--- config.mk ---
export PLATFORM = sky130hd
export DESIGN_NAME = frdd_prep
export DESIGN_NICKNAME = d
export VERILOG_FILES = /design/src/rtl/frdd_pkg.sv /design/src/rtl/frdd_prep.sv
export SDC_FILE = /design/constraint.sdc
export NUM_CORES = 2
export LEC_CHECK = 0
export ABC_AREA = 0
export ABC_CLOCK_PERIOD_IN_PS = 10700
export BUFFER_PORTS_ARGS = -buffer_cell sky130_fd_sc_hd__buf_2
export CORE_UTILIZATION = 51
export DETAILED_ROUTE_END_ITERATION = 6
export GPL_TIMING_DRIVEN = 0
export PLACE_DENSITY = 0.7
export SETUP_SLACK_MARGIN = 0.5
export SYNTH_ARGS = -nofsm -noshare
export SYNTH_HDL_FRONTEND = slang
export SYNTH_SLANG_ARGS = --single-unit
--- constraint.sdc ---
create_clock -name clock -period 10.7 [get_ports clock]
set_clock_uncertainty 0.1 [all_clocks]
set_input_delay 1.07 -clock clock [delete_from_list [all_inputs] [get_ports clock]]
set_output_delay 1.07 -clock clock [all_outputs]
set_load 0.02 [all_outputs]
--- src/rtl/frdd_pkg.sv ---
// frdd_pkg: shared constants, the arctangent step table and the side-band
// struct of the field-relative drive direction pipeline. No dependencies.
package frdd_pkg;

   localparam int CORDIC_STEPS_DEF = 16;
   localparam int AXIS_BITS_DEF    = 12;

   // angle formats: CORDIC angle in 2^-20 degree, results in 1/16 degree
   localparam int ANG_FRAC     = 20;
   localparam int ROUND_SHIFT  = ANG_FRAC - 4;
   localparam int ZW           = 31;
   localparam int ANG_W        = 13;
   localparam int FULL_TURN    = 5760;
   localparam int HALF_TURN    = 2880;
   localparam int QUARTER_TURN = 1440;
   localparam int THREE_QUARTER_TURN = 4320;

   // stick axes are scaled up by this shift before rotating
   localparam int PRE_SHIFT = 24;

   localparam int TABLE_LEN = 24;
   localparam int ATAN_W    = 26;

   // heading reduction: 5760 = 45 * 2^7, 45 handled by a reciprocal multiply
   localparam int HEAD_W      = 32;
   localparam int HEAD_LO_BITS = 7;
   localparam int HEAD_DIV    = 45;
   localparam int HEAD_REM_W  = 6;
   localparam int HV_W        = HEAD_W - HEAD_LO_BITS;
   localparam int HEAD_SHIFT  = 31;
   localparam int HR_W        = 26;
   localparam logic [HR_W-1:0] HEAD_RECIP =
      HR_W'(((64'd1 << HEAD_SHIFT) + 64'(HEAD_DIV) - 64'd1) / 64'(HEAD_DIV));
   localparam int HP_W        = HV_W + HR_W;
   localparam int HQ_W        = HP_W - HEAD_SHIFT;
   // offset added by flipping the heading's sign bit, taken modulo a turn
   localparam int HEAD_BIAS   = int'((64'd1 << (HEAD_W - 1)) % 64'(FULL_TURN));

   typedef struct packed {
      logic             fixed;      // stick centered or on an axis
      logic [ANG_W-1:0] fixed_ang;  // angle for those cases
      logic [ANG_W-1:0] robot;      // heading reduced into one turn
   } side_type;

   // atan(2^-i) in 2^-20 degree
   function automatic logic [ATAN_W-1:0] atan_step(input int idx);
      logic [ATAN_W-1:0] v;
      case (idx)
         0:  v = 26'd47185920;
         1:  v = 26'd27855475;
         2:  v = 26'd14718068;
         3:  v = 26'd7471121;
         4:  v = 26'd3750058;
         5:  v = 26'd1876857;
         6:  v = 26'd938658;
         7:  v = 26'd469357;
         8:  v = 26'd234682;
         9:  v = 26'd117342;
         10: v = 26'd58671;
         11: v = 26'd29335;
         12: v = 26'd14668;
         13: v = 26'd7334;
         14: v = 26'd3667;
         15: v = 26'd1833;
         16: v = 26'd917;
         17: v = 26'd458;
         18: v = 26'd229;
         19: v = 26'd115;
         20: v = 26'd57;
         21: v = 26'd29;
         22: v = 26'd14;
         23: v = 26'd7;
         default: v = '0;
      endcase
      return v;
   endfunction

endpackage

--- src/rtl/frdd_prep.sv ---
// frdd_prep: two front stages - axis squares, heading reduction, CORDIC seed.
// Depends on frdd_pkg.
module frdd_prep #(
   parameter int AXIS_BITS = frdd_pkg::AXIS_BITS_DEF
) (
   input  logic                                           clock,
   input  logic                                           reset,
   input  logic                                           up_valid,
   output logic                                           up_ready,
   input  logic signed [AXIS_BITS-1:0]                    stick_x,
   input  logic signed [AXIS_BITS-1:0]                    stick_y_raw,
   input  logic signed [frdd_pkg::HEAD_W-1:0]             heading,
   output logic                                           dn_valid,
   input  logic                                           dn_ready,
   output logic signed [AXIS_BITS+frdd_pkg::PRE_SHIFT+1:0] a_dn,
   output logic signed [AXIS_BITS+frdd_pkg::PRE_SHIFT+1:0] b_dn,
   output logic signed [frdd_pkg::ZW-1:0]                 z_dn,
   output logic        [2*AXIS_BITS-1:0]                  sq_dn,
   output frdd_pkg::side_type                             side_dn
);
   import frdd_pkg::*;

   localparam int CW = AXIS_BITS + PRE_SHIFT + 2;
   localparam int SW = 2 * AXIS_BITS;
   localparam int YW = AXIS_BITS + 1;
   localparam logic signed [ZW-1:0] HalfZ = ZW'(180 * (1 << ANG_FRAC));

   logic v1_ff, v2_ff, r1, r2;

   // stage 1 registers
   logic signed [AXIS_BITS-1:0] x_ff;
   logic signed [YW-1:0]        y_ff, y_in;
   logic        [SW-1:0]        xx_ff, xx_in, yy_ff, yy_in;
   logic signed [2*YW-1:0]      yy_full;
   logic        [HV_W-1:0]      hv_ff, hv_in;
   logic        [HEAD_LO_BITS-1:0] hl_ff;
   logic        [HP_W-1:0]      hp_ff, hp_in;

   // stage 2
   logic signed [CW-1:0] a_ff, a_in, b_ff, b_in, xw, yw;
   logic signed [ZW-1:0] z_ff, z_in;
   logic        [SW-1:0] sq_ff;
   side_type             side_ff, side_in;
   logic [HQ_W-1:0]      hq;
   logic [HV_W-1:0]      hr_full, hr;
   logic [ANG_W-1:0]     robot_u, robot;

   assign r2       = !v2_ff || dn_ready;
   assign r1       = !v1_ff || r2;
   assign up_ready = r1;

   always_comb begin
      y_in    = YW'(0) - {stick_y_raw[AXIS_BITS-1], stick_y_raw};
      xx_in   = stick_x * stick_x;
      yy_full = y_in * y_in;
      yy_in   = yy_full[SW-1:0];
      // flipping the sign bit adds 2^31, making the heading unsigned
      hv_in   = {~heading[HEAD_W-1], heading[HEAD_W-2:HEAD_LO_BITS]};
      hp_in   = hv_in * HEAD_RECIP;
   end

   always_ff @(posedge clock) begin
      if (reset) begin
         v1_ff <= 1'b0;
      end else if (r1) begin
         v1_ff <= up_valid;
      end
      if (r1 && up_valid) begin
         x_ff  <= stick_x;
         y_ff  <= y_in;
         xx_ff <= xx_in;
         yy_ff <= yy_in;
         hv_ff <= hv_in;
         hl_ff <= heading[HEAD_LO_BITS-1:0];
         hp_ff <= hp_in;
      end
   end

   always_comb begin
      // remainder of the upper heading bits by 45
      hq      = hp_ff[HP_W-1:HEAD_SHIFT];
      hr_full = hv_ff - HV_W'(hq * HEAD_DIV);
      hr      = (hr_full >= HV_W'(HEAD_DIV)) ? HV_W'(hr_full - HV_W'(HEAD_DIV)) : hr_full;
      robot_u = {hr[HEAD_REM_W-1:0], hl_ff};
      // take back the 2^31 offset, modulo one turn
      if (robot_u >= ANG_W'(HEAD_BIAS)) begin
         robot = ANG_W'(robot_u - ANG_W'(HEAD_BIAS));
      end else begin
         robot = ANG_W'(robot_u + ANG_W'(FULL_TURN - HEAD_BIAS));
      end

      side_in.robot     = robot;
      side_in.fixed     = (x_ff == '0) || (y_ff == '0);
      side_in.fixed_ang = '0;
      if (x_ff == '0) begin
         side_in.fixed_ang = (y_ff > 0 || y_ff == '0) ? '0 : ANG_W'(HALF_TURN);
      end else if (y_ff == '0) begin
         side_in.fixed_ang = (x_ff > 0) ? ANG_W'(QUARTER_TURN) : ANG_W'(THREE_QUARTER_TURN);
      end

      xw = CW'(x_ff);
      yw = CW'(y_ff);
      if (y_ff[YW-1]) begin
         a_in = (-yw) <<< PRE_SHIFT;
         b_in = (-xw) <<< PRE_SHIFT;
         z_in = HalfZ;
      end else begin
         a_in = yw <<< PRE_SHIFT;
         b_in = xw <<< PRE_SHIFT;
         z_in = '0;
      end
   end

   always_ff @(posedge clock) begin
      if (reset) begin
         v2_ff <= 1'b0;
      end else if (r2) begin
         v2_ff <= v1_ff;
      end
      if (r2 && v1_ff) begin
         a_ff    <= a_in;
         b_ff    <= b_in;
         z_ff    <= z_in;
         sq_ff   <= xx_ff + yy_ff;
         side_ff <= side_in;
      end
   end

   assign dn_valid = v2_ff;
   assign a_dn     = a_ff;
   assign b_dn     = b_ff;
   assign z_dn     = z_ff;
   assign sq_dn    = sq_ff;
   assign side_dn  = side_ff;

endmodule

### Word-level counts from Yosys, hierarchy flattened

Cells that the tools add are included.

* input bits: 60
* logic and storage cells: 53
* bits in registers: 316

* multiplexer cells: 9
* add/sub/neg operators: 8
* reductions and logical operators: 10
* magnitude comparators: 4
* bitwise operators: 1
* $mul: 4

Operators by type and width (count)
* $mux W13: 4
* $mul A25 B26 Y51 const B: 1
* $mux W38: 1
* $mux W36: 1
* $mux W28: 1
* $ge A25 B6 Y1 const B: 1
* $mul A20 B6 Y25 const B: 1
* $sub A25 B25 Y25: 1
* $add A24 B24 Y24: 1
* $mul A12 B12 Y24: 1
* $mul A13 B13 Y24: 1
* $neg A12 Y14: 1
* $neg A13 Y14: 1
* $add A13 B13 Y13 const B: 1
* $ge A13 B8 Y1 const B: 1
* $gt A13 B1 Y1 const B: 1
* $logic_not A13 Y1: 1
* $sub A1 B12 Y13 const A: 1
* $sub A13 B8 Y13 const B: 1
* $gt A12 B1 Y1 const B: 1
* $logic_not A12 Y1: 1
* $mux W12: 1
* $mux W6: 1
* $sub A6 B6 Y6 const B: 1
* other kinds (4): 9

### Depth between registers and ports, before layout

* depth in word-level cells: 6
* depth in mapped cells: 33
* gate-level depth less buffers: 32

### Worst setup path before layout

No wires, ideal clock.

* kind: input-to-reg
* start: input port stick_y_raw[0]
* end: register yy_ff[22] (data pin)
* buffers on the path: 1
* stages on the path: 28
* setup slack: 2.470 ns
* arrival time: 7.873 ns
* setup time: 0.257 ns
* data required time: 10.343 ns
* path through: inv_1 clkbuf_1 ha_1 nand2b_1 nor4_1 nor3b_1 xor2_1 clkinv_1 and2_1 fa_1 fa_1 inv_1 fa_1 inv_1 fa_1 fa_1 ha_1 ha_1 a21oi_1 o21bai_1 a21oi_1 nor2b_1 nor3_1 o21bai_1 a31oi_1 o21ai_0 o41a_1 xor2_1

* word-level cells in the longest chain between the ends: 2

RTL lines
* start: declaration: line frdd_prep.sv:11 `input logic signed [AXIS_BITS-1:0] stick_y_raw,`
* $sub A1 B12 Y13: line frdd_prep.sv:53 `y_in = YW'(0) - {stick_y_raw[AXIS_BITS-1], stick_y_raw};`
* $mul A13 B13 Y24: line frdd_prep.sv:55 `yy_full = y_in * y_in;`
* named net yy_full[22]: line frdd_prep.sv:34 `logic signed [2*YW-1:0] yy_full;`
* end signal: assignment: line frdd_prep.sv:72 `yy_ff <= yy_in;`
* end: declaration: line frdd_prep.sv:33 `logic [SW-1:0] xx_ff, xx_in, yy_ff, yy_in;`

The timed path passes the listed nets, and every way through them passes these cells.
A chain may end at the register's enable or synchronous reset.

### Worst setup path in the final report

Ends and elaborated chain as after synthesis.

==> results.sh <==
export IMPL_outcome="finished, final reports clean"
export IMPL_critical_path_peak_fanout=11
export IMPL_htree_levels=4
export IMPL_post_synth_top_count_cell="inv_1"
export IMPL_seq_area_frac_synth=0.1948
export IMPL_vias=19890
export IMPL_path_clk_slew_ns=0.08
export IMPL_hold_viol_final=0
export IMPL_dr_wl_met3_um=2294
export IMPL_synth_top_cell_by_area="fa_1"
export IMPL_grt_pass1_vias=21610
export IMPL_n_antenna_cell=0
export IMPL_start_kind="input port"
export IMPL_tritoncts="built"
export IMPL_synth_seq_cells=196
export IMPL_synth_top_family_by_area="adder cells"
export IMPL_wire_per_inst_um=16.32
export IMPL_routed_wl_met2_um=32030
export IMPL_max_freq_mhz=107.1
export IMPL_grt_max_degree=66
export IMPL_synth_mux_area_frac=0.002991
export IMPL_cts_buffers=17
export IMPL_drtIter0Drc=1075
export IMPL_fillers=5017
export IMPL_async_flop_share=0
export IMPL_cts_setup_buffers=0
export IMPL_setup_viol=0
export IMPL_startpoint="stick_y_raw[0]"
export IMPL_drv_cap=0
export IMPL_worst_pin_slew_ns=1.142
export IMPL_regToRegSetupSlack_ns=3.81
export IMPL_dpl_hpwl_um=55780
export IMPL_viasPerCell=5.070
export IMPL_synthAdderAreaFrac=0.4991
export IMPL_rsz0062_at_grt="false"
export IMPL_slowest_delay_ns=0.63
export IMPL_yosys_area_top_type_share=0.3184
export IMPL_post_cts_resized=0
export IMPL_crit_arrival_ns=9.49
export IMPL_synthXorXnorAreaFrac=0.04333
export IMPL_synth_area_leaders="fa_1 32%, edfxtp_1 19%, ha_1 18%"
export IMPL_routed_top_layer="met4"
export IMPL_coreArea_mm2=0.05803
export IMPL_critPathSlowestCell="xor2_1"
export IMPL_drv_slew=0
export IMPL_ios=220
export IMPL_syn_to_final_growth_pct=8.800
export IMPL_syn_cell_area_mm2=0.03012
export IMPL_yosys_area_share_simple=0.08048
export IMPL_nets=4119
export IMPL_start_util=0.5190
export IMPL_ant_nets=0
export IMPL_drive_gt1_frac=0.09183
export IMPL_grt_overflow_total=0
export IMPL_required_ns=10.86
export IMPL_dieWidth_um=245
export IMPL_clkSinkCount=196
export IMPL_die_h_um=245
export IMPL_drt_first_pass_iters=5
export IMPL_finalSetupTns_ns=0
export IMPL_synth_area_per_cell_um2=10.37
export IMPL_critPathCaptureType="flip-flop"
export IMPL_synth_common_cells="726 x inv_1, 479 x fa_1, 435 x ha_1, 194 x edfxtp_1, 142 x nor2_1"
export IMPL_synth_compound_area_frac=0.06265
export IMPL_drt_wl_total_um=64040
export IMPL_r2r_start="hp_ff[44]"
export IMPL_place_congestion=0.9053
export IMPL_grt_first_pass_wirelength_um=107500
export IMPL_drc=0
export IMPL_synth_cell_types=77
export IMPL_critical_path_endpoint="yy_ff[22]"
export IMPL_synth_edf_count=194
export IMPL_period_share=0.8724
export IMPL_max_slew_margin=0.2319
export IMPL_regToRegEndpoint="side_dn[8]"
export IMPL_wirelength_met1_um=28040
export IMPL_ys_dominant_reg_cell="edfxtp_1"
export IMPL_clock_latency_ns=0.47
export IMPL_post_place_ws_ns=0.8502
export IMPL_antenna_found_initial=0
export IMPL_min_path_type="flip-flop to flip-flop"
export IMPL_synthCells=2903
export IMPL_clock_path_buffers=2
export IMPL_clockRootBuffer="clkbuf_16"
export IMPL_rows=88
export IMPL_worst_slack_ns=1.365
export IMPL_ys_warnings_count=0
export IMPL_track_usage=0.2270
export IMPL_die_area_mm2=0.06003
export IMPL_ctsHoldBuffers=0
export IMPL_criticalPathCategory="input port to flip-flop"
export IMPL_layout_min_cycle_time_ns=9.335
export IMPL_path_common_cell="fa_1"
export IMPL_ff2ff_path_depth=21
export IMPL_portBuffers=139
## kinds of logic (layout without fill, tap and decap cells)
logic type               after synthesis  count (layout)
multiplexers                           8               8
buffers and inverters                847            1021
AND/OR/NAND/NOR                      500             500
flip-flops                           196             196
XOR/XNOR                             149             149
AO/OA/AOI/OAI                        288             288
adder cells (fa/ha/maj)              914             914
other                                  1              82
## per-layer routing
metal	up-vias	global-route usage
met3	92	0.01935
met1	9848	0.3025
met4	0	0.06930
li1	9499	-
met5	-	0
met2	449	0.3934
## layout by cell type (no fill, tap or decap), types with 26 or more instances in the layout
cell / instances
a21oi_1: 80
and2_1: 58
buf_2: 143
buf_4: 86
conb_1: 82
edfxtp_1: 194
fa_1: 479
ha_1: 435
inv_1: 726
nand2_1: 133
nor2_1: 142
nor2b_1: 26
nor3_1: 33
o21ai_0: 66
xnor2_1: 113
xor2_1: 36
## worst max-delay path, delay by kind of cell
family | cells | cell delay (ns)
adders and majority gates | 8 | 3.34
AOI/OAI and AO/OA | 7 | 1.47
and+or+nand+nor | 6 | 1.45
buffers and inverters | 6 | 1.23
xor gates and xnor gates | 2 | 0.91
## through the flow
step / utilization / std cells / hold slack (ns) / instance area, um2
2_1_floorplan: - / 2984 / 0.3003 / 30420
3_3_place_gp: 0.5527 / 3888 / 0.3002 / 32070
3_5_place_dp: 0.5541 / 3891 / 0.3045 / 32150
4_1_cts: 0.5647 / 3923 / 0.3237 / 32770
5_1_grt: 0.5647 / 3923 / 0.3328 / 32770
6_report: 0.5647 / 3923 / 0.3196 / 32770
## cell type report
type	instances	area, um2	share of cell area
buffer	117	768.2	0.02345
clock buffer	17	425.4	0.01298
clock inverter	15	190.2	0.005804
inverter	730	2740	0.08363
multi-input combinational	1941	21060	0.6426
sequential	196	5866	0.1790
tap	765	957.2	0.02921
timing repair buffer	142	763.2	0.02329
## sequential cells by signal, summed over array words and instances (netlist names)
| signal | flops |
|---|---|
| hp_ff | 20 |
| dn_valid | 1 |
| hv_ff | 25 |
| z_dn | 1 |
| yy_ff | 22 |
| side_dn | 20 |
| a_dn | 14 |
| b_dn | 14 |
| xx_ff | 22 |
| hl_ff | 7 |
| y_ff | 13 |
| x_ff | 12 |
| v1_ff | 1 |
| sq_dn | 24 |
## worst min-delay path by stage
stage                  start         end  slack (ns)  depth (start not counted)
CTS                 hl_ff[4]  side_dn[4]        0.32                          0
detailed placement  hl_ff[4]  side_dn[4]        0.30                          0
floorplan           hl_ff[0]  side_dn[0]        0.30                          0
finish              hl_ff[2]  side_dn[2]        0.32                          0
global placement    hl_ff[1]  side_dn[1]        0.30                          0
global route        hl_ff[4]  side_dn[4]        0.33                          0
Power is not shown: default switching activity piles up to over one toggle a cycle in this logic, so the estimate is an artifact.
