**src/rtl/frdd_pkg.sv**
```systemverilog
// frdd_pkg: shared constants, the arctangent step table and the side-band
// struct of the field-relative drive direction pipeline. No dependencies.
package frdd_pkg;

   localparam int CORDIC_STEPS_DEF = 16;
   localparam int AXIS_BITS_DEF    = 12;

   // angle formats: CORDIC angle in 2^-20 degree, results in 1/16 degree
   localparam int ANG_FRAC     = 20;
   localparam int ROUND_SHIFT  = ANG_FRAC - 4;
   localparam int ZW           = 31;
   localparam int ANG_W        = 13;
   localparam int FULL_TURN    = 5760;
   localparam int HALF_TURN    = 2880;
   localparam int QUARTER_TURN = 1440;
   localparam int THREE_QUARTER_TURN = 4320;

   // stick axes are scaled up by this shift before rotating
   localparam int PRE_SHIFT = 24;

   localparam int TABLE_LEN = 24;
   localparam int ATAN_W    = 26;

   // heading reduction: 5760 = 45 * 2^7, 45 handled by a reciprocal multiply
   localparam int HEAD_W      = 32;
   localparam int HEAD_LO_BITS = 7;
   localparam int HEAD_DIV    = 45;
   localparam int HEAD_REM_W  = 6;
   localparam int HV_W        = HEAD_W - HEAD_LO_BITS;
   localparam int HEAD_SHIFT  = 31;
   localparam int HR_W        = 26;
   localparam logic [HR_W-1:0] HEAD_RECIP =
      HR_W'(((64'd1 << HEAD_SHIFT) + 64'(HEAD_DIV) - 64'd1) / 64'(HEAD_DIV));
   localparam int HP_W        = HV_W + HR_W;
   localparam int HQ_W        = HP_W - HEAD_SHIFT;
   // offset added by flipping the heading's sign bit, taken modulo a turn
   localparam int HEAD_BIAS   = int'((64'd1 << (HEAD_W - 1)) % 64'(FULL_TURN));

   typedef struct packed {
      logic             fixed;      // stick centered or on an axis
      logic [ANG_W-1:0] fixed_ang;  // angle for those cases
      logic [ANG_W-1:0] robot;      // heading reduced into one turn
   } side_type;

   // atan(2^-i) in 2^-20 degree
   function automatic logic [ATAN_W-1:0] atan_step(input int idx);
      logic [ATAN_W-1:0] v;
      case (idx)
         0:  v = 26'd47185920;
         1:  v = 26'd27855475;
         2:  v = 26'd14718068;
         3:  v = 26'd7471121;
         4:  v = 26'd3750058;
         5:  v = 26'd1876857;
         6:  v = 26'd938658;
         7:  v = 26'd469357;
         8:  v = 26'd234682;
         9:  v = 26'd117342;
         10: v = 26'd58671;
         11: v = 26'd29335;
         12: v = 26'd14668;
         13: v = 26'd7334;
         14: v = 26'd3667;
         15: v = 26'd1833;
         16: v = 26'd917;
         17: v = 26'd458;
         18: v = 26'd229;
         19: v = 26'd115;
         20: v = 26'd57;
         21: v = 26'd29;
         22: v = 26'd14;
         23: v = 26'd7;
         default: v = '0;
      endcase
      return v;
   endfunction

endpackage

```
**src/rtl/frdd_finish.sv**
```systemverilog
// frdd_finish: angle rounding and magnitude rounding, then the output
// register with the heading difference wrapped to half a turn. Depends on frdd_pkg.
module frdd_finish #(
   parameter int AXIS_BITS = frdd_pkg::AXIS_BITS_DEF
) (
   input  logic                                clock,
   input  logic                                reset,
   input  logic                                up_valid,
   output logic                                up_ready,
   input  logic signed [frdd_pkg::ZW-1:0]      z_up,
   input  logic        [AXIS_BITS+1:0]         rem_up,
   input  logic        [AXIS_BITS-1:0]         root_up,
   input  frdd_pkg::side_type                  side_up,
   output logic                                dn_valid,
   input  logic                                dn_ready,
   output logic signed [frdd_pkg::ANG_W-1:0]   direction_change,
   output logic        [AXIS_BITS-1:0]         speed
);
   import frdd_pkg::*;

   localparam logic signed [ZW-1:0] FullZ  = ZW'(360 * (1 << ANG_FRAC));
   localparam logic signed [ZW-1:0] RoundZ = ZW'(1 << (ROUND_SHIFT - 1));

   logic v1_ff, v2_ff, r1, r2;
   logic signed [ZW-1:0]   comp, qz;
   logic [ANG_W-1:0]       q, ang_in, ang_ff, robot_ff;
   logic [AXIS_BITS:0]     sp_full;
   logic [AXIS_BITS-1:0]   sp_in, sp_ff, speed_ff;
   logic signed [ANG_W:0]  d;
   logic signed [ANG_W-1:0] dir_in, dir_ff;

   assign r2       = !v2_ff || dn_ready;
   assign r1       = !v1_ff || r2;
   assign up_ready = r1;

   always_comb begin
      comp = z_up[ZW-1] ? (z_up + FullZ) : z_up;
      qz   = (comp + RoundZ) >>> ROUND_SHIFT;
      q    = ANG_W'(qz);
      if (q >= ANG_W'(FULL_TURN)) begin
         q = '0;
      end
      ang_in = side_up.fixed ? side_up.fixed_ang : q;

      // round to nearest: up when the remainder exceeds the root
      sp_full = {1'b0, root_up} + (AXIS_BITS+1)'(rem_up > {2'b00, root_up});
      sp_in   = sp_full[AXIS_BITS] ? '1 : sp_full[AXIS_BITS-1:0];
   end

   always_ff @(posedge clock) begin
      if (reset) begin
         v1_ff <= 1'b0;
      end else if (r1) begin
         v1_ff <= up_valid;
      end
      if (r1 && up_valid) begin
         ang_ff   <= ang_in;
         robot_ff <= side_up.robot;
         sp_ff    <= sp_in;
      end
   end

   always_comb begin
      d = $signed({1'b0, robot_ff}) - $signed({1'b0, ang_ff});
      if (d > HALF_TURN) begin
         d = (ANG_W+1)'(d - FULL_TURN);
      end else if (d < -HALF_TURN) begin
         d = (ANG_W+1)'(d + FULL_TURN);
      end
      dir_in = ANG_W'(d);
   end

   always_ff @(posedge clock) begin
      if (reset) begin
         v2_ff <= 1'b0;
      end else if (r2) begin
         v2_ff <= v1_ff;
      end
      if (r2 && v1_ff) begin
         dir_ff   <= dir_in;
         speed_ff <= sp_ff;
      end
   end

   assign dn_valid         = v2_ff;
   assign direction_change = dir_ff;
   assign speed            = speed_ff;

endmodule

```
**config.mk**
```make
export PLATFORM = sky130hd
export DESIGN_NAME = frdd_finish
export DESIGN_NICKNAME = d
export VERILOG_FILES = /design/src/rtl/frdd_pkg.sv /design/src/rtl/frdd_finish.sv
export SDC_FILE = /design/constraint.sdc
export NUM_CORES = 1
export LEC_CHECK = 0
export CAP_MARGIN = 20
export CORE_MARGIN = 3
export CORE_UTILIZATION = 55
export CTS_BUF_LIST = sky130_fd_sc_hd__clkbuf_16
export DETAILED_ROUTE_END_ITERATION = 8
export DONT_BUFFER_PORTS = 1
export PLACE_DENSITY = 0.7
export SLEW_MARGIN = 20
export SYNTH_ARGS = -nofsm -noshare
export SYNTH_HDL_FRONTEND = slang
export SYNTH_SLANG_ARGS = --single-unit
```
**constraint.sdc**
```tcl
create_clock -name clock -period 4.35 [get_ports clock]
set_input_delay 0.6525 -clock clock [delete_from_list [all_inputs] [get_ports clock]]
set_output_delay 0.6525 -clock clock [all_outputs]
set_load 0.01 [all_outputs]
```
## Word-level counts from Yosys, hierarchy flattened

Cells that the tools add are included.

| cells by class | value |
|---|---|
| $lt $le $gt $ge | 4 |
| reduce and logical (&&, ||, !) cells | 6 |
| $add $sub $neg | 6 |
| mux-type cells | 5 |

Operators with widths:

| operator | count |
|---|---|
| 2-to-1 mux 13 bit | 4 |
| adder 29 x 17 -> 29 bit, second input constant | 1 |
| adder 29 bit, second input constant | 1 |
| 2-to-1 mux 29 bit | 1 |
| > comparator 14 x 12 -> 1 bit | 1 |
| > comparator 14 x 13 -> 1 bit, second input constant | 1 |
| less-than comparator 14 x 13 -> 1 bit, second input constant | 1 |
| subtractor 13 x 13 -> 14 bit | 1 |
| adder 12 x 1 -> 13 bit | 1 |
| adder 13 bit, second input constant | 1 |
| >= comparator 13 bit, second input constant | 1 |
| subtractor 13 bit, second input constant | 1 |
| logical AND 1 bit | 2 |
| logical NOT 1 bit | 2 |
| logical OR 1 bit | 2 |

| storage, ports and cells | value |
|---|---|
| input port bits | 88 |
| logic and storage cells | 28 |
| output and inout port bits | 27 |
| register bits | 65 |

## Longest topological paths before layout

Gate-level depths: netlist of run 1.

| depth | value |
|---|---|
| depth after elaboration | 6 |
| depth in mapped cells | 16 |

## Least setup slack after synthesis of run 1

OpenSTA, ideal clock, no wires.

| timing path | value |
|---|---|
| kind | reg2reg |
| from | reg ang_ff[0] |
| to | reg dir_ff[9] (netlist: direction_change[9]) (data pin) |
| required time | 4.076 ns |
| setup slack | 1.289 ns |
| period minus slack after synthesis | 3.061 ns |
| stages on the path, launching flop included | 12 |
| arrival time | 2.788 ns |
| setup time | 0.274 ns |
| cells stage by stage | edfxtp_1 > ha_1 > fa_1 > nand2b_1 > a211o_1 > a21oi_1 > xnor2_1 > inv_1 > a211o_1 > a221oi_4 > a22oi_2 > xnor2_1 |

| on the way | value |
|---|---|
| cells in the longest elaborated chain, start to end | 4 |
| elaborated cells on any way between the ends | 7 |
| classes of those cells | add/sub (3); order compare (2); mux (2) |

RTL lines:

| element | line | RTL |
|---|---|---|
| start: declaration | frdd_finish.sv:26 | `logic [ANG_W-1:0] q, ang_in, ang_ff, robot_ff;` |
| start signal: assignment | frdd_finish.sv:57 | `ang_ff <= ang_in;` |
| subtractor 13 x 13 -> 14 bit * | frdd_finish.sv:64 | `d = $signed({1'b0, robot_ff}) - $signed({1'b0, ang_ff});` |
| adder 13 bit / less-than comparator 14 x 13 -> 1 bit (equally long branches) | frdd_finish.sv:68, frdd_finish.sv:67 |  |
| 2-to-1 mux 13 bit | frdd_finish.sv:67 | `end else if (d < -HALF_TURN) begin` |
| 2-to-1 mux 13 bit * | frdd_finish.sv:65 | `if (d > HALF_TURN) begin` |
| via d[9] | frdd_finish.sv:29 | `logic signed [ANG_W:0] d;` |
| end signal: assignment | frdd_finish.sv:80 | `dir_ff <= dir_in;` |
| end: declaration | frdd_finish.sv:30 | `logic signed [ANG_W-1:0] dir_in, dir_ff;` |

The timed path passes the listed nets; every way through them passes the cells marked *.
A chain may end at the register's enable or synchronous reset.

## Final worst setup path of run 1

Same ends and word-level chain as after synthesis.

==> flow_summary.json, run 1 <==
{
  "diodes": 0,
  "die_w_um": 93.3,
  "coreArea_um2": 7330,
  "cpPeakStageDelay_ns": 0.40,
  "r2r_start": "ang_ff[0]",
  "postRouteAntennaNets": 0,
  "synth_top_area_share_pct": 45.2,
  "cellPowerDensity_nw_per_um2": 442,
  "finalSetupViolCount": 0,
  "crit_required_ns": 4.40,
  "fp.dieH_um": 93.3,
  "cts_root_buf": "clkbuf_16",
  "syn-cell-area_um2": 4190,
  "clk_latency_ns": 0.32,
  "vias": 2881,
  "p_comb_share_pct": 22.0,
  "fillers": 574,
  "grt_pass1_wl_um": 12600,
  "nets": 518,
  "power.internal_mw": 1.52,
  "leakage_nw": 1.81,
  "cts_tree": "built",
  "tightestPinTransition_ns": 0.717,
  "cts.sinks": 65,
  "critPathArrivalTime_ns": 3.46,
  "yosysTopAreaCell": "edfxtp_1",
  "clock_power_share_pct": 39.5,
  "grt_usage_pct": 18.2,
  "grt-ovfl-total": 0,
  "multi_input_area_um2": 2090,
  "clk_pin_slew_ns": 0.05,
  "rows": 31,
  "post_cts_resized": 0,
  "port_buffers": 0,
  "p_total_mw": 2.05,
  "hp-class": "in -> reg",
  "hpwlAfterDp_um": 6040,
  "seqCellArea_um2": 1930,
  "grt_max_degree": 39,
  "firstDrtPassIters": 4,
  "cts_buffers": 9,
  "syn2layout_area_growth_pct": 10.9,
  "cts-htree-levels": 3,
  "fin_crit_ns": 3.41,
  "max_freq_mhz": 293,
  "yosysWarnings": 0,
  "fin_setup_tns_ns": 0,
  "drt_wl_total_um": 7660,
  "finalHoldViolations": 0,
  "crit_start": "ang_ff[0]",
  "cp.depth": 11,
  "r2r.worst_path.cells": 11,
  "ys_async_sr_fraction_pct": 0,
  "critPathLaunchType": "flop",
  "drive_gt1_share_pct": 8.46,
  "slew_headroom_pct": 52.0,
  "cap_violations": 0,
  "cts_buffer_depth": 2,
  "fp.dieArea_um2": 8700,
  "rsz0062_at_grt": "no",
  "worst-path-buf-inv": 1,
  "cp_top_family": "compound AO/OA/AOI/OAI gates",
  "status": "finished clean",
  "r2r-end": "direction_change[9]",
  "end_kind": "flop",
  "switching_share_pct": 26.1,
  "ys_top_cells_by_area": "edfxtp_1, ha_1, xnor2_1",
  "drtIter0Drc": 95,
  "drc": 0,
  "synth_area_per_cell_um2": 10.7,
  "r2r_slack_ns": 0.94,
  "cts.repair_timing.setup_buffer_count": 0,
  "via_per_inst": 5.75,
  "drv_slew": 0,
  "skew_ns": 0.00550,
  "crit_fanout": 6,
  "cts_hold_buf": 0,
  "synth_edf_count": 63,
  "endpoint": "direction_change[9]",
  "grt_antenna_before_repair": 0,
  "yosysUniqueCellTypes": 65,
  "routabilityCongestion": 0.869,
  "ys_ff_latch": 65,
  "cpMaxStageDelayCell": "fa_1",
  "wl_per_cell_um": 15.3,
  "start_util_pct": 57.1,
  "synth_flop_cell": "edfxtp_1",
  "ios": 115,
  "synth_cells": 392,
  "grt_pass1_vias": 2776,
  "ir_worst_vdd_mv": 0.213,
  "power.share.sequential_pct": 38.5,
  "path_cells": "ha_1 -> fa_1 -> nand2b_1 -> a211o_1 -> a21oi_1 -> xnor2_1 -> inv_1 -> a211o_1 -> a221oi_4 -> a22oi_2 -> xnor2_1",
  "yosysSeqAreaShare_pct": 46.1,
  "period_share_pct": 78.5,
  "path_class": "reg -> reg",
  "p_sw_mw": 0.536,
  "synth_nets": 513
}
## layout make-up
cell class | count | area share (%)
repair buffers | 1 | 0.162
clock inverters | 7 | 2.56
well taps | 99 | 2.67
multi-input cells | 280 | 44.9
clock buffers | 9 | 4.85
inverters | 40 | 3.23
flip-flops and latches | 65 | 41.6
## cell usage after synthesis (5+ instances only)
master / number
edfxtp_1: 63
inv_1: 40
ha_1: 32
nor2_1: 26
a21oi_1: 25
xnor2_1: 25
nand2_1: 22
nand3_1: 13
a22o_1: 12
nand2b_1: 8
xor2_1: 8
nor4_1: 7
clkbuf_1: 6
nor2b_1: 6
o21ai_0: 6
a21o_1: 5
and2_1: 5
o211ai_1: 5
## state kept, by name, indices dropped and copies added (netlist names)
name / count
sp_ff: 12
direction_change: 13
ang_ff: 13
speed: 12
robot_ff: 13
v1_ff: 1
dn_valid: 1
## power by group through the flow
stage,Sequential [mW],Combinational [mW],Clock (mW)
detailed placement,0.804,0.446,0
floorplan,0.798,0.378,0
CTS,0.791,0.452,0.823
global route,0.795,0.511,0.854
finish,0.790,0.452,0.810
global placement,0.802,0.434,0
## worst register-to-register path, delay by kind of cell, from the launching register on
kind	cells	cell delay [ns]
AOI/OAI and AO/OA	5	1.37
adders and majority gates	2	0.64
xor gates and xnor gates	2	0.40
DFF	1	0.38
and+or+nand+nor	1	0.19
buffers and inverters	1	0.17
## through the flow
stage                     setup slack, ns  instance area, µm²  utilization, %  cells  hold slack, ns
after detailed placement            0.989                4290            58.6    485           0.405
after global routing                0.705                4640            63.3    501           0.383
after CTS                           0.922                4640            63.3    501           0.384
final                               0.937                4640            63.3    501           0.392
after floorplan                      1.29                4190               -    392           0.400
after global placement               1.03                4290            58.6    485           0.402
## worst min path at each step
stage / cells past startpoint / from / slack, ns / to
2_1_floorplan: 0 / sp_ff[0] / 0.40 / speed[0]
3_3_place_gp: 0 / sp_ff[10] / 0.40 / speed[10]
3_5_place_dp: 0 / sp_ff[11] / 0.40 / speed[11]
4_1_cts: 1 / reset / 0.38 / v1_ff
5_1_grt: 1 / reset / 0.38 / v1_ff
6_report: 1 / reset / 0.39 / v1_ff
## placed cells by master (no fill, tap or decap), drive strengths merged, types with 3 or more instances in the layout
cell | netlist | final
edfxtp | 63 | 63
inv | 40 | 42
ha | 32 | 32
nor2 | 27 | 27
a21oi | 26 | 26
xnor2 | 25 | 25
nand2 | 23 | 23
nand3 | 13 | 13
a22o | 12 | 12
clkbuf | 6 | 9
o21ai | 9 | 9
nand2b | 8 | 8
xor2 | 8 | 8
nor4 | 7 | 7
o211ai | 6 | 6
nor2b | 6 | 6
a21o | 5 | 5
and2 | 5 | 5
a211oi | 5 | 5
o31ai | 5 | 5
a211o | 4 | 4
nand4 | 4 | 4
or3 | 4 | 4
or2 | 3 | 3
nand3b | 3 | 3
and3 | 3 | 3
nor3 | 3 | 3
bufinv | 0 | 3
## cell families after synthesis
logic type                 Yosys count  share of synthesized area, %
adders and majority gates           33                          10.0
xor gates and xnor gates            33                          6.90
DFF                                 65                          46.1
buffers and inverters               47                          4.24
muxes                                2                         0.478
and+or+nand+nor                    114                          14.2
AOI/OAI and AO/OA                   98                          18.0
## routing by layer
metal	global-route usage, %	share of wire [%]
met1	23.7	45
met2	28.8	47
met3	6.36	6.2
met4	5.49	1.3
met5	0	0
Note: power is estimated with default switching activity, not from simulation.
==> run 2: changes to the inputs <==
- ABC_AREA: default -> 1
- PLACE_DENSITY: 0.7 -> 0.73
- clock period: 4.35 -> 2.79 ns (I/O delays scaled with it)
==> run 2 against run 1 <==
  * Global-route usage rose by 3.0 points
  * Power is 55% higher
  * Clock skew is 0.0018 ns higher
  * Wire length up 24%
  * Die area grew 9.0%
  * Area after synthesis increased by 9.7%
==> flow_summary.json, run 2 <==
{
  "status": "finished clean",
  "drtIter0Drc": 121,
  "die_w_um": 97.4,
  "routabilityCongestion": 0.887,
  "diodes": 0,
  "final_cell_mix": "nand2_1, inv_1, edfxtp_1, nand3_1, nor2_1",
  "cts_tree": "built",
  "cts-htree-levels": 3,
  "cp_top_family": "simple AND/OR/NAND/NOR gates",
  "end_kind": "flop",
  "synth_flop_cell": "edfxtp_1",
  "clk_latency_ns": 0.33,
  "synth_area_per_cell_um2": 7.92,
  "drt_wl_total_um": 9490,
  "clk_pin_slew_ns": 0.06,
  "final_common_cell": "nand2_1",
  "max_freq_mhz": 385,
  "postRouteAntennaNets": 0,
  "vias": 3681,
  "coreArea_um2": 7930,
  "path_cells": "inv_1 -> ha_1 -> nand2_1 -> nor2_2 -> o21ai_0 -> o211ai_1 -> nand2_1 -> o2111ai_1 -> inv_1 -> a41oi_2 -> ha_2 -> ha_1 -> nand2_1 -> nor2_2 -> inv_1 -> nor3_4 -> nand3_1 -> nand2_1 -> nand3_1",
  "wl_per_cell_um": 13.3,
  "rows": 32,
  "setup_slack_ns": 0.195,
  "synth_most_common_cell": "nand2_1",
  "drv_slew": 0,
  "rsz0062_at_grt": "yes",
  "cts.repair_timing.setup_buffer_count": 0,
  "cpPeakStageDelay_ns": 0.28,
  "synth_nets": 701,
  "pre_cts_slack_ns": -0.338,
  "syn2layout_area_growth_pct": 13.1,
  "via_per_inst": 5.17,
  "finalHoldViolations": 0,
  "ir_worst_vdd_mv": 0.288,
  "drive_gt1_share_pct": 13.4,
  "ys_top_cells_by_area": "edfxtp_1, nand2_1, ha_1",
  "synth_top_area_share_pct": 41.2,
  "synth_edf_count": 63,
  "skew_ns": 0.00731,
  "period_share_pct": 93.0,
  "grt_usage_pct": 21.2,
  "fp.dieArea_um2": 9480,
  "slew_headroom_pct": 68.5,
  "critPathLaunchType": "input pin",
  "hp-class": "in -> reg",
  "hpwlAfterDp_um": 7560,
  "grt_max_degree": 39,
  "cts_buffers": 9,
  "yosysTopAreaCell": "edfxtp_1",
  "p_total_mw": 3.18,
  "cpMaxStageDelayCell": "ha_1",
  "crit_fanout": 3,
  "nets": 726,
  "fin_crit_ns": 2.60,
  "port_buffers": 0,
  "ys_async_sr_fraction_pct": 0,
  "leakage_nw": 2.52,
  "synth_cells": 580,
  "yosysSeqAreaShare_pct": 42.1,
  "path_class": "in -> reg",
  "finalSetupViolCount": 0,
  "yosysUniqueCellTypes": 37,
  "tightestPinTransition_ns": 0.472,
  "critPathArrivalTime_ns": 2.67,
  "cts.sinks": 65,
  "crit_required_ns": 2.87,
  "grt_pass1_wl_um": 16500,
  "fillers": 662,
  "cts_root_buf": "clkbuf_16",
  "worst-path-buf-inv": 3,
  "crit_top_cell": "nand2_1",
  "grt-ovfl-total": 0,
  "fp.dieH_um": 97.4,
  "firstDrtPassIters": 4,
  "cap_violations": 0,
  "ys_ff_latch": 65,
  "synth_common_cells": "nand2_1, inv_1, edfxtp_1",
  "final_util_pct": 65.5,
  "grt_antenna_before_repair": 0,
  "ios": 115,
  "syn-cell-area_um2": 4590,
  "start_util_pct": 57.9,
  "drc": 0,
  "grt_pass1_vias": 3663,
  "cellPowerDensity_nw_per_um2": 612,
  "yosysWarnings": 0,
  "cts_buffer_depth": 2
}
-- run 2: cell types whose count changed after synthesis, sizes merged, moves of 6 or more --
cell | previous run | this run
a21oi | 26 | 19
nand2 | 23 | 202
nand4 | 4 | 14
nand3 | 13 | 52
xnor2 | 25 | 7
nor3 | 3 | 12
a22o | 12 | 0
nor4 | 7 | 1
nor2 | 27 | 49
inv | 40 | 91
nand2b | 8 | 0
nor2b | 6 | 0
-- run 2: through the flow --
step	setup TNS, ns	std cells	area, µm²	hold WS, ns
final	0	712	5200	0.148
after global routing	-0.106	712	5200	0.138
after CTS	0	712	5140	0.137
after detailed placement	-1.67	696	4840	0.405
after global placement	-0.190	696	4840	0.404
after floorplan	0	580	4590	0.400
-- run 2: logic make-up (layout without fill, tap and decap cells) --
group,Yosys count,after routing,share of synthesized area (%)
fa+ha+maj,33,33,9.15
flops,65,65,42.1
xor+xnor,17,17,3.41
buf+inv,97,127,8.28
simple gates,333,333,32.7
compound gates,35,35,4.41
-- run 2: final cells by class --
cell class / instances / area, µm² / share of cell area [%]
sequential: 65 / 1930 / 37.2
clock buffer: 9 / 225 / 4.33
multi-input combinational: 418 / 2340 / 45.0
timing repair buffer: 20 / 150 / 2.89
inverter: 91 / 342 / 6.57
tap: 102 / 128 / 2.46
clock inverter: 7 / 83.8 / 1.61
-- run 2: timing repair --
item | CTS | global route
gates resized for setup | 0 | 13
hold buffers | 0 | 0
setup endpoints to repair | 0 | 16
-- run 2: worst reg2reg max path: cells and delay by family (launching register included) --
family | cells | cell delay, ns
AOI/OAI and AO/OA | 1 | 0.16
adders and majority gates | 3 | 0.81
buffers and inverters | 2 | 0.25
DFF | 1 | 0.36
and+or+nand+nor | 10 | 0.75
-- run 2: where the power goes --
group	internal [mW]	switching (mW)
clock network	0.708	0.444
logic	0.286	0.517
registers	1.18	0.0431
-- run 2: layer usage --
metal / share of wire, % / wire length (µm) / GRT usage (%) / vias up
met5: 0 / 0 / 0 / -
met4: 2.5 / 238 / 7.99 / 0
met3: 6.1 / 579 / 5.53 / 18
met2: 50 / 4790 / 37.4 / 101
met1: 41 / 3880 / 24.7 / 1621
li1: - / - / - / 1941
-- run 2: path summary, 6_finish.rpt --
path,startpoint,endpoint,slack [ns],cells after the start
min reg2reg,sp_ff[10],speed[10],0.42,0
max reg2reg,ang_ff[0],direction_change[11],0.21,16
max,root_up[5],sp_ff[10],0.19,19
min,reset,v1_ff,0.15,1
