===== src/rtl/frdd_pkg.sv =====
// frdd_pkg: shared constants, the arctangent step table and the side-band
// struct of the field-relative drive direction pipeline. No dependencies.
package frdd_pkg;

   localparam int CORDIC_STEPS_DEF = 16;
   localparam int AXIS_BITS_DEF    = 12;

   // angle formats: CORDIC angle in 2^-20 degree, results in 1/16 degree
   localparam int ANG_FRAC     = 20;
   localparam int ROUND_SHIFT  = ANG_FRAC - 4;
   localparam int ZW           = 31;
   localparam int ANG_W        = 13;
   localparam int FULL_TURN    = 5760;
   localparam int HALF_TURN    = 2880;
   localparam int QUARTER_TURN = 1440;
   localparam int THREE_QUARTER_TURN = 4320;

   // stick axes are scaled up by this shift before rotating
   localparam int PRE_SHIFT = 24;

   localparam int TABLE_LEN = 24;
   localparam int ATAN_W    = 26;

   // heading reduction: 5760 = 45 * 2^7, 45 handled by a reciprocal multiply
   localparam int HEAD_W      = 32;
   localparam int HEAD_LO_BITS = 7;
   localparam int HEAD_DIV    = 45;
   localparam int HEAD_REM_W  = 6;
   localparam int HV_W        = HEAD_W - HEAD_LO_BITS;
   localparam int HEAD_SHIFT  = 31;
   localparam int HR_W        = 26;
   localparam logic [HR_W-1:0] HEAD_RECIP =
      HR_W'(((64'd1 << HEAD_SHIFT) + 64'(HEAD_DIV) - 64'd1) / 64'(HEAD_DIV));
   localparam int HP_W        = HV_W + HR_W;
   localparam int HQ_W        = HP_W - HEAD_SHIFT;
   // offset added by flipping the heading's sign bit, taken modulo a turn
   localparam int HEAD_BIAS   = int'((64'd1 << (HEAD_W - 1)) % 64'(FULL_TURN));

   typedef struct packed {
      logic             fixed;      // stick centered or on an axis
      logic [ANG_W-1:0] fixed_ang;  // angle for those cases
      logic [ANG_W-1:0] robot;      // heading reduced into one turn
   } side_type;

   // atan(2^-i) in 2^-20 degree
   function automatic logic [ATAN_W-1:0] atan_step(input int idx);
      logic [ATAN_W-1:0] v;
      case (idx)
         0:  v = 26'd47185920;
         1:  v = 26'd27855475;
         2:  v = 26'd14718068;
         3:  v = 26'd7471121;
         4:  v = 26'd3750058;
         5:  v = 26'd1876857;
         6:  v = 26'd938658;
         7:  v = 26'd469357;
         8:  v = 26'd234682;
         9:  v = 26'd117342;
         10: v = 26'd58671;
         11: v = 26'd29335;
         12: v = 26'd14668;
         13: v = 26'd7334;
         14: v = 26'd3667;
         15: v = 26'd1833;
         16: v = 26'd917;
         17: v = 26'd458;
         18: v = 26'd229;
         19: v = 26'd115;
         20: v = 26'd57;
         21: v = 26'd29;
         22: v = 26'd14;
         23: v = 26'd7;
         default: v = '0;
      endcase
      return v;
   endfunction

endpackage


===== src/rtl/frdd_cell.sv =====
// frdd_cell: one link of the chain - at most one CORDIC vectoring step and one root
// digit of the magnitude, registered. Depends on frdd_pkg.
module frdd_cell #(
   parameter int AXIS_BITS    = frdd_pkg::AXIS_BITS_DEF,
   parameter int CORDIC_STEPS = frdd_pkg::CORDIC_STEPS_DEF,
   parameter int IDX          = 0
) (
   input  logic                                           clock,
   input  logic                                           reset,
   input  logic                                           up_valid,
   output logic                                           up_ready,
   input  logic signed [AXIS_BITS+frdd_pkg::PRE_SHIFT+1:0] a_up,
   input  logic signed [AXIS_BITS+frdd_pkg::PRE_SHIFT+1:0] b_up,
   input  logic signed [frdd_pkg::ZW-1:0]                 z_up,
   input  logic        [2*AXIS_BITS-1:0]                  sq_up,
   input  logic        [AXIS_BITS+1:0]                    rem_up,
   input  logic        [AXIS_BITS-1:0]                    root_up,
   input  frdd_pkg::side_type                             side_up,
   output logic                                           dn_valid,
   input  logic                                           dn_ready,
   output logic signed [AXIS_BITS+frdd_pkg::PRE_SHIFT+1:0] a_dn,
   output logic signed [AXIS_BITS+frdd_pkg::PRE_SHIFT+1:0] b_dn,
   output logic signed [frdd_pkg::ZW-1:0]                 z_dn,
   output logic        [2*AXIS_BITS-1:0]                  sq_dn,
   output logic        [AXIS_BITS+1:0]                    rem_dn,
   output logic        [AXIS_BITS-1:0]                    root_dn,
   output frdd_pkg::side_type                             side_dn
);
   import frdd_pkg::*;

   localparam int CW = AXIS_BITS + PRE_SHIFT + 2;
   localparam int SW = 2 * AXIS_BITS;
   localparam int RW = AXIS_BITS + 2;
   localparam int TW = RW + 2;
   localparam bit DoRot  = (IDX < CORDIC_STEPS) && (IDX < TABLE_LEN);
   localparam bit DoRoot = (IDX < AXIS_BITS);
   localparam logic signed [ZW-1:0] StepAng = ZW'(atan_step(IDX));

   logic                 valid_ff;
   logic signed [CW-1:0] a_ff, a_in, b_ff, b_in;
   logic signed [ZW-1:0] z_ff, z_in;
   logic [SW-1:0]        sq_ff, sq_in;
   logic [RW-1:0]        rem_ff, rem_in;
   logic [AXIS_BITS-1:0] root_ff, root_in;
   side_type             side_ff;
   logic [TW-1:0]        rs, trial;

   assign up_ready = !valid_ff || dn_ready;

   always_comb begin
      a_in = a_up;
      b_in = b_up;
      z_in = z_up;
      if (DoRot) begin
         // rotate toward b = 0
         if (!b_up[CW-1]) begin
            a_in = a_up + (b_up >>> IDX);
            b_in = b_up - (a_up >>> IDX);
            z_in = z_up + StepAng;
         end else begin
            a_in = a_up - (b_up >>> IDX);
            b_in = b_up + (a_up >>> IDX);
            z_in = z_up - StepAng;
         end
      end

      rs      = {rem_up, sq_up[SW-1 -: 2]};
      trial   = TW'({root_up, 2'b01});
      sq_in   = sq_up;
      rem_in  = rem_up;
      root_in = root_up;
      if (DoRoot) begin
         sq_in = sq_up << 2;
         if (rs >= trial) begin
            rem_in  = RW'(rs - trial);
            root_in = {root_up[AXIS_BITS-2:0], 1'b1};
         end else begin
            rem_in  = RW'(rs);
            root_in = {root_up[AXIS_BITS-2:0], 1'b0};
         end
      end
   end

   always_ff @(posedge clock) begin
      if (reset) begin
         valid_ff <= 1'b0;
      end else if (up_ready) begin
         valid_ff <= up_valid;
      end
      if (up_ready && up_valid) begin
         a_ff    <= a_in;
         b_ff    <= b_in;
         z_ff    <= z_in;
         sq_ff   <= sq_in;
         rem_ff  <= rem_in;
         root_ff <= root_in;
         side_ff <= side_up;
      end
   end

   assign dn_valid = valid_ff;
   assign a_dn     = a_ff;
   assign b_dn     = b_ff;
   assign z_dn     = z_ff;
   assign sq_dn    = sq_ff;
   assign rem_dn   = rem_ff;
   assign root_dn  = root_ff;
   assign side_dn  = side_ff;

endmodule


===== config.mk =====
export PLATFORM = sky130hd
export DESIGN_NAME = frdd_cell
export DESIGN_NICKNAME = d
export VERILOG_FILES = /design/src/rtl/frdd_pkg.sv /design/src/rtl/frdd_cell.sv
export SDC_FILE = /design/constraint.sdc
export NUM_CORES = 1
export LEC_CHECK = 0
export ABC_AREA = 1
export BUFFER_PORTS_ARGS = -buffer_cell sky130_fd_sc_hd__buf_2
export CAP_MARGIN = 15
export CORE_MARGIN = 4
export CORE_UTILIZATION = 45
export DETAILED_ROUTE_END_ITERATION = 8
export HOLD_SLACK_MARGIN = 0.06
export PLACE_DENSITY_LB_ADDON = 0.15
export SLEW_MARGIN = 0
export SYNTH_ARGS = -nofsm -noshare
export SYNTH_HDL_FRONTEND = slang
export SYNTH_SLANG_ARGS = --single-unit

===== constraint.sdc =====
create_clock -name clock -period 11.4 [get_ports clock]
set_clock_uncertainty 0.05 [all_clocks]
set_input_delay 0.57 -clock clock [delete_from_list [all_inputs] [get_ports clock]]
set_output_delay 0.57 -clock clock [all_outputs]
set_load 0.02 [all_outputs]

======== After elaboration in Yosys (flattened, before gate mapping) ========
Index checks and enable logic that the tools add are counted.
cells by class
  $add $sub $neg .......................... 6
  multipliers ............................. 0
  divide/modulo/power cells ............... 0
  $lt $le $gt $ge ......................... 1
  eq/ne operators ......................... 0
  shifts and indexed selects .............. 0
  mux-type cells .......................... 5
  bitwise logic cells ..................... 0
  reductions and logical operators ........ 3
operators with widths
  kind                                                 count
  2-to-1 mux 38 bit                                    2
  subtractor 38 bit                                    2
  adder 38 bit                                         1
  adder 31 x 27 -> 31 bit, second input constant       1
  2-to-1 mux 31 bit                                    1
  subtractor 31 x 27 -> 31 bit, second input constant  1
  greater-or-equal comparator 16 x 14 -> 1 bit         1
  2-to-1 mux 14 bit                                    1
  subtractor 14 bit                                    1
  logical AND 1 bit                                    1
  logical NOT 1 bit                                    1
  logical OR 1 bit                                     1
  2-to-1 mux 1 bit                                     1
storage, ports and cells
  flip-flop bits (word level) ............. 183
  bits in latches ......................... 0
  bits in writable memories ............... 0
  bits in read-only memories .............. 0
  output and inout port bits .............. 186
  word-level logic and storage cells ...... 25
  memories ................................ 0

======== Longest topological paths before layout ========
Gate-level depths: netlist of the first run.
  depth after elaboration ................. 3
  mapped depth ............................ 17
  depth with buffers taken out ............ 16

======== Worst setup path before layout of the first run ========
Ideal clock, no wire load.
  path kind ............................... in2reg
  start ................................... in up_valid
  end ..................................... reg a_ff[10] (netlist: a_dn[10]), enable pin
  setup time .............................. 0.782 ns
  data arrival time ....................... 9.306 ns
  data required time ...................... 10.568 ns
  setup slack ............................. 1.261 ns
  cell stages on the path ................. 2
  buffers on the path ..................... 0
  cell sequence ........................... inv_1 a21oi_1
on the way
  word-level cells in the longest chain between the ends .. 1
RTL lines
  element                 RTL line         RTL
  start: declaration      frdd_cell.sv:10  input logic up_valid,
  logical AND 1 bit       frdd_cell.sv:90  if (up_ready && up_valid) begin
  end signal: assignment  frdd_cell.sv:91  a_ff <= a_in;
  end: declaration        frdd_cell.sv:40  logic signed [CW-1:0] a_ff, a_in, b_ff, b_in;
Every way passes these cells.
A chain may end at the register's enable or synchronous reset.

======== Final worst setup path of the first run ========
  start ................................... in a_up[27] (netlist name)
  end ..................................... reg a_ff[33] (netlist: a_dn[33]) (data pin)
on the way
  word-level cells in the longest chain between the ends .. 2
RTL lines
  element                                            RTL line                          RTL
  start: declaration                                 frdd_cell.sv:12                   input logic signed [AXIS_BITS+frdd_pkg::PRE_SHIFT+1:0] a_up,
  adder 38 bit or subtractor 38 bit (tied branches)  frdd_cell.sv:57, frdd_cell.sv:61
  2-to-1 mux 38 bit (*)                              frdd_cell.sv:56                   if (!b_up[CW-1]) begin
  named net a_in[33]                                 frdd_cell.sv:40
Mark *: on every way through the listed nets, which the timed path passes. The rest lies on a longest branch.

==> out/results.tsv, run 1 <==
stage	metric	value	unit
outcome	status	finished clean	
placement	port bufs	371	
grt	grt total ovfl	0	
worst_setup_path	Critical Path AT	2760	ps
power_and_ir_drop	sequential power share	37.8	%
detailed_routing	routed vias/inst	5.17	
cts	Worst-path clk slew	70	ps
grt	total track usage	28.5	%
grt	initial antenna violation count	3	
cts	TritonCTS clock tree	yes	
cts	Clock Latency Late Sink	450	ps
synthesis	Synth top area share	34.4	%
grt	global-route wire length before repair	84.9	mm
cts	Post-CTS Setup Repair Bufs	0	
power_and_ir_drop	combinational power share	35.1	%
sta	Final TNS setup	0	ps
synthesis	Synth area leader	edfxtp_1	
synthesis	Syn. warnings	0	
synthesis	Post-Synth XOR/XNOR Area	2.94	%
worst_setup_path	slowest stage delay, CP	570	ps
detailed_routing	total wire length	56.0	mm
worst_setup_path	WP data required	11560	ps
placement	HPWL Detailed	46.8	mm
synthesis	EDFF count, synth	181	
floorplanning	die width	195	um
sta	Slew HR	34.4	%
sta	min cycle time layout	2600	ps
grt	largest net degree at the start of global routing	182	
worst_setup_path	Bufs and invs on worst path	2	
placement	Final GP Congestion	1.03	
cells_and_area	most common cell after layout, fill and taps aside	nand2_1	
cells_and_area	Filler Cells Inserted	3463	
sta	final hold vios	0	
synthesis	Synth Flop Type	edfxtp_1	
sta	Fmax	385	MHz
floorplanning	Die Y	195	um
power_and_ir_drop	peak supply drop	109	uV
sta	Tcrit/Tclk final	22.8	%
cells_and_area	share of cells above drive strength 1	20.0	%
power_and_ir_drop	P_sw	859	uW
cts	Post-CTS Resized	0	
synthesis	sequential-to-total area share from yosys stat	34.6	%
worst_setup_path	CP cell instances	buf_2 > inv_1 > ha_1 > nand2_1 > nor2_1 > nand2_1 > nor2_4 > nand3_1 > nor2_1 > nor2_1 > nand2_1 > nand2_1 > nand3_1 > nand2_1	
power_and_ir_drop	PD cells	120	nW/um^2
placement	DP Area	17900	um^2
cts	CTS hold repair buffers	0	
cts	clock sink count	182	
hold_path	Min-Delay Path Class	in -> reg	
cells_and_area	Core Util, Final	53.5	%
synthesis	Area contributors post-synth	edfxtp_1 (34%), nand2_1 (16%), ha_1 (11%), inv_1 (8.4%), nand3_1 (6.0%)	
cells_and_area	Layout area overhead	17.1	%
cells_and_area	Final #Nets	2862	
floorplanning	Ports	374	
synthesis	Seq cells post-synth	182	
cts	total CTS buffers	17	
detailed_routing	post-route ant nets	0	
grt	number of global-route vias before repair	15283	
power_and_ir_drop	total power draw	2.21	mW
detailed_routing	# DRC	0	
sta	Max Slew Vio Count	0	
sta	RSZ-0062 raised after global routing	false	
synthesis	Async S/R FF share, synth	0	%
synthesis	mapped cell area	15800	um^2
floorplanning	core footprint	34500	um^2
worst_setup_path	Crit. End Element	register	
worst_setup_path	reg2reg setup slack	9630	ps
cts	Clock Path Buffers	2	
floorplanning	starting utilization of the core area	45.7	%
synthesis	Synth Area in Adders	11.1	%
synthesis	Syn Inst Count	2195	
floorplanning	row cnt	68	
power_and_ir_drop	Pint	1.35	mW
worst_setup_path	element type at the critical path start	primary input	
worst_setup_path	crit path kind	in -> reg	
cells_and_area	commonest non-fill, non-tap cells in the layout	nand2_1 (666), buf_2 (371), inv_1 (352)	
worst_setup_path	Crit-path slowest cell	ha_1	
detailed_routing	initial DRC count	1120	
cts	H-tree depth	4	
synthesis	Syn Area/Cell	7.19	um^2
worst_setup_path	CP Max Fanout	11	
sta	Worst Tran Pin Value	984	ps
power_and_ir_drop	Switching Share	38.9	%
synthesis	largest family of logic cells by synthesized area	simple AND/OR/NAND/NOR gates	
worst_setup_path	delay-heaviest family, CP	simple AND/OR/NAND/NOR gates	
synthesis	Synth Area in Compound Gates	10.1	%
cells_and_area	fin area	18500	um^2
worst_setup_path	crit-path most repeated cell	nand2_1	
synthesis	post-synthesis mux area share	0	%
power_and_ir_drop	clock power share	27.1	%
power_and_ir_drop	Pleak	9.59	nW
floorplanning	die area	38100	um^2
detailed_routing	drt first pass iters	6	
cts	CTS root buffer	clkbuf_16	
sta	Finish-stage setup viols	0	
detailed_routing	average routed wire per standard cell	18.6	um
synthesis	Synth Area in Simple Gates	30.0	%
job	Max-Cap Viols	0	
detailed_routing	routed via count	15539	
synthesis	Synth cell types	46	
[sequential cells by signal (all words and copies together) (netlist names)]
name,cells
rem_dn,14
side_dn,27
a_dn,37
b_dn,38
root_dn,12
z_dn,31
dn_valid,1
sq_dn,22
[routing by layer]
metal | wire (um) | share of wire (%) | vias up | GRT usage (%)
met3 | 3670 | 6.6 | 70 | 4.43
met1 | 24100 | 43 | 7194 | 37.4
met4 | 1330 | 2.4 | 0 | 8.33
li1 | - | - | 7693 | -
met5 | 0 | 0 | - | 0
met2 | 26800 | 48 | 582 | 49.0
[through the flow]
stage	hold slack (ps)	cells	setup WS [ps]
floorplan	589	2196	1260
global placement	476	2972	8400
detailed placement	503	2972	8380
CTS	189	3004	8880
global route	204	3006	8630
finish	210	3008	8800
[power by group through the flow]
stage               sequential [mW]  combinational (mW)  clock [mW]
floorplan                     0.941               0.436           0
global placement              0.850               0.764           0
detailed placement            0.851               0.765           0
CTS                           0.837               0.770       0.612
global route                  0.842               0.852       0.639
finish                        0.836               0.774       0.599
[area by class of cell]
type                            count  area (um^2)  share of cell area, %
Antenna cell                        4         10.0                 0.0542
Clock buffer                       17          425                   2.30
Clock inverter                     15          163                  0.880
Inverter                          372         1400                   7.56
Multi-Input combinational cell   1588         8560                   46.3
Sequential cell                   182         5460                   29.5
Tap cell                          455          569                   3.08
Timing Repair Buffer              375         1900                   10.3
[cells by family (layout without fill, tap and decap cells)]
| kind of cell | after synthesis | after routing |
|---|---|---|
| AND/OR/NAND/NOR | 1117 | 1117 |
| adder cells (fa/ha/maj) | 138 | 138 |
| buffers and inverters | 426 | 779 |
| other | 1 | 6 |
| AO/OA/AOI/OAI | 278 | 278 |
| flip-flops | 182 | 182 |
| XOR/XNOR | 53 | 53 |
[worst reg2reg max path, stage by stage (launching register included)]
cell and delay [ps]:
dfxtp_1 350, a21oi_4 180, buf_12 700
[worst paths after layout]
check,from,end,depth (start not counted)
max,a_up[27],a_dn[33]$_DFFE_PP_,14
min,reset,dn_valid$_SDFFE_PP0N_,2
max reg2reg,dn_valid$_SDFFE_PP0N_,b_dn[23]$_DFFE_PP_,2
min reg2reg,dn_valid$_SDFFE_PP0N_,dn_valid$_SDFFE_PP0N_,2
[synthesized netlist by cell type, drive strengths merged, types with 7 or more instances]
master / number
buf: 47
edfxtp: 181
ha: 134
xnor2: 9
o21ai: 99
inv: 371
nor2: 190
o22ai: 8
o21bai: 22
xor2: 44
nand3: 193
a21oi: 135
nor3: 14
nand2: 691
clkbuf: 7
and2: 8
nand4: 13
Power figures use the tool's default switching activity.
==> run 2, diff against run 1 <==
==> constraint.sdc (replaced) <==
create_clock -name clock -period 2.18 [get_ports clock]
set_clock_uncertainty 0.05 [all_clocks]
set_input_delay 0.109 -clock clock [delete_from_list [all_inputs] [get_ports clock]]
set_output_delay 0.109 -clock clock [all_outputs]
set_load 0.02 [all_outputs]
==> run 2 against run 1 <==
Largest power group is now combinational cells. Register-to-register slack got worse by 9000 ps. Clock-buffer cell count up 1. Sequential share of layout area decreased by 4.6 points. Highest routed layer is now met5. Worst hold slack worse by 120 ps.
==> out/results.tsv, run 2 (synthesis gave the netlist of run 1 again) <==
stage	metric	value	unit
placement	port bufs	371	
worst_setup_path	slowest stage delay, CP	540	ps
placement	HPWL Detailed	50.4	mm
floorplanning	die area	38100	um^2
sta	Tcrit/Tclk final	95.1	%
placement	Final GP Congestion	1.02	
worst_setup_path	crit path kind	in -> reg	
worst_setup_path	delay-heaviest family, CP	buffers and inverters	
cts	Clock Path Buffers	2	
sta	Finish-stage setup viols	0	
power_and_ir_drop	Pleak	11.5	nW
grt	largest net degree at the start of global routing	83	
floorplanning	die width	195	um
detailed_routing	drt first pass iters	6	
floorplanning	starting utilization of the core area	45.7	%
sta	RSZ-0062 raised after global routing	false	
sta	Worst Tran Pin Value	993	ps
job	Max-Cap Viols	0	
worst_setup_path	Critical Path AT	2220	ps
grt	initial antenna violation count	1	
sta	Slew HR	33.8	%
hold_path	Min-Delay Path Class	in -> reg	
grt	number of global-route vias before repair	16969	
cells_and_area	Multi-input gate area	8590	um^2
sta	min cycle time layout	2070	ps
sta	Final TNS setup	0	ps
floorplanning	Die Y	195	um
cells_and_area	Filler Cells Inserted	3171	
grt	total track usage	30.8	%
cts	TritonCTS clock tree	yes	
detailed_routing	post-route ant nets	0	
outcome	status	finished clean	
detailed_routing	# DRC	0	
cells_and_area	Seq. cell area	5460	um^2
worst_setup_path	element type at the critical path start	primary input	
worst_setup_path	CP cell instances	dlygate4sd3_1 > buf_2 > ha_1 > nand2_1 > nand2_1 > a21oi_1 > o21bai_1 > a21oi_1 > nand3_2 > inv_4 > buf_12 > o21ai_2	
cts	clock sink count	182	
floorplanning	Ports	374	
cts	H-tree depth	4	
worst_setup_path	Crit. End Element	register	
cts	Clock Latency Late Sink	450	ps
detailed_routing	initial DRC count	1084	
floorplanning	row cnt	68	
cells_and_area	most common cell after layout, fill and taps aside	nand2_1	
cells_and_area	Final #Nets	3284	
cells_and_area	share of cells above drive strength 1	28.1	%
cts	CTS root buffer	clkbuf_16	
detailed_routing	routed vias/inst	5.02	
grt	grt total ovfl	0	
detailed_routing	total wire length	60.7	mm
power_and_ir_drop	peak supply drop	582	uV
cts	Worst-path clk slew	70	ps
detailed_routing	average routed wire per standard cell	17.7	um
sta	Max Slew Vio Count	0	
grt	global-route wire length before repair	92.6	mm
cells_and_area	max FFs per register	38	
power_and_ir_drop	PD cells	564	nW/um^2
worst_setup_path	CP Max Fanout	19	
detailed_routing	routed via count	17193	
cells_and_area	commonest non-fill, non-tap cells in the layout	nand2_1 (666), buf_2 (371), inv_1 (352)	
worst_setup_path	WP data required	2330	ps
power_and_ir_drop	total power draw	12.4	mW
worst_setup_path	Bufs and invs on worst path	4	
floorplanning	core footprint	34500	um^2
cells_and_area	Layout area overhead	39.0	%
worst_setup_path	Crit-path slowest cell	dlygate4sd3_1	
sta	final hold vios	0	
cts	total CTS buffers	17	
sta	Fmax	482	MHz
[run 2: cell types whose count changed in the layout (fill, tap and decap cells not counted), moves of 3 or more]
cell	delta
buf_12	+4
buf_4	+319
clkinv_8	-3
clkinvlp_4	+3
diode_2	-3
dlygate4sd3_1	+99
ha_1	-3
[run 2: routing by layer]
metal  vias up  track usage, %  routed length, um
met2       631            53.4              29100
met3        89            4.88               3860
met5         -               0                 13
met4         2            8.71               1700
li1       8530               -                  -
met1      7941            40.0              26100
[run 2: worst paths after layout]
kind | from | cells after the start | slack (ps) | end
worst max-delay path | rem_up[7] | 12 | 110 | rem_dn[2]$_DFFE_PP_
worst min-delay path | up_valid | 3 | 90 | root_dn[11]$_DFFE_PP_
worst min register to register | dn_valid$_SDFFE_PP0N_ | 1 | 640 | root_dn[11]$_DFFE_PP_
worst max register to register | dn_valid$_SDFFE_PP0N_ | 2 | 640 | z_dn[11]$_DFFE_PP_
[run 2: power by group]
part	internal, mW	total [mW]	switching (mW)
Combinational	1.96	4.99	3.03
Clock	1.49	2.99	1.50
Sequential	4.28	4.38	0.0979
Total	7.73	12.4	4.63
[run 2: through the flow]
stage / hold slack, ps / instance area, um^2 / utilization [%] / setup slack, ps / instances
2_1_floorplan: 118 / 15800 / - / -1650 / 2196
3_3_place_gp: 210 / 20400 / 58.9 / -377 / 3294
3_5_place_dp: 224 / 20400 / 58.9 / -380 / 3294
4_1_cts: 68.7 / 21900 / 63.4 / 49.5 / 3425
5_1_grt: 84.5 / 21900 / 63.5 / 3.10 / 3426
6_report: 92.9 / 21900 / 63.5 / 106 / 3427
[run 2: final cells by class]
type	count	share of cell area (%)
Clock buffer	18	1.96
Clock inverter	14	0.542
Tap cell	455	2.60
Antenna cell	1	0.0114
Timing Repair Buffer	797	24.5
Multi-Input combinational cell	1588	39.2
Sequential cell	182	24.9
Inverter	372	6.38
[run 2: worst reg2reg max path: stages, from the launching register on]
cell and delay [ps]:
dfxtp_4 360, a21oi_4 410, buf_12 340
[run 2: what timing repair did]
action                                  4_1_cts  5_1_grt
endpoints found under the hold margin        99        0
hold buffers                                 99        0
resized for setup                             0        6
endpoints found under the setup margin        0       11
buffers inserted                              0        1
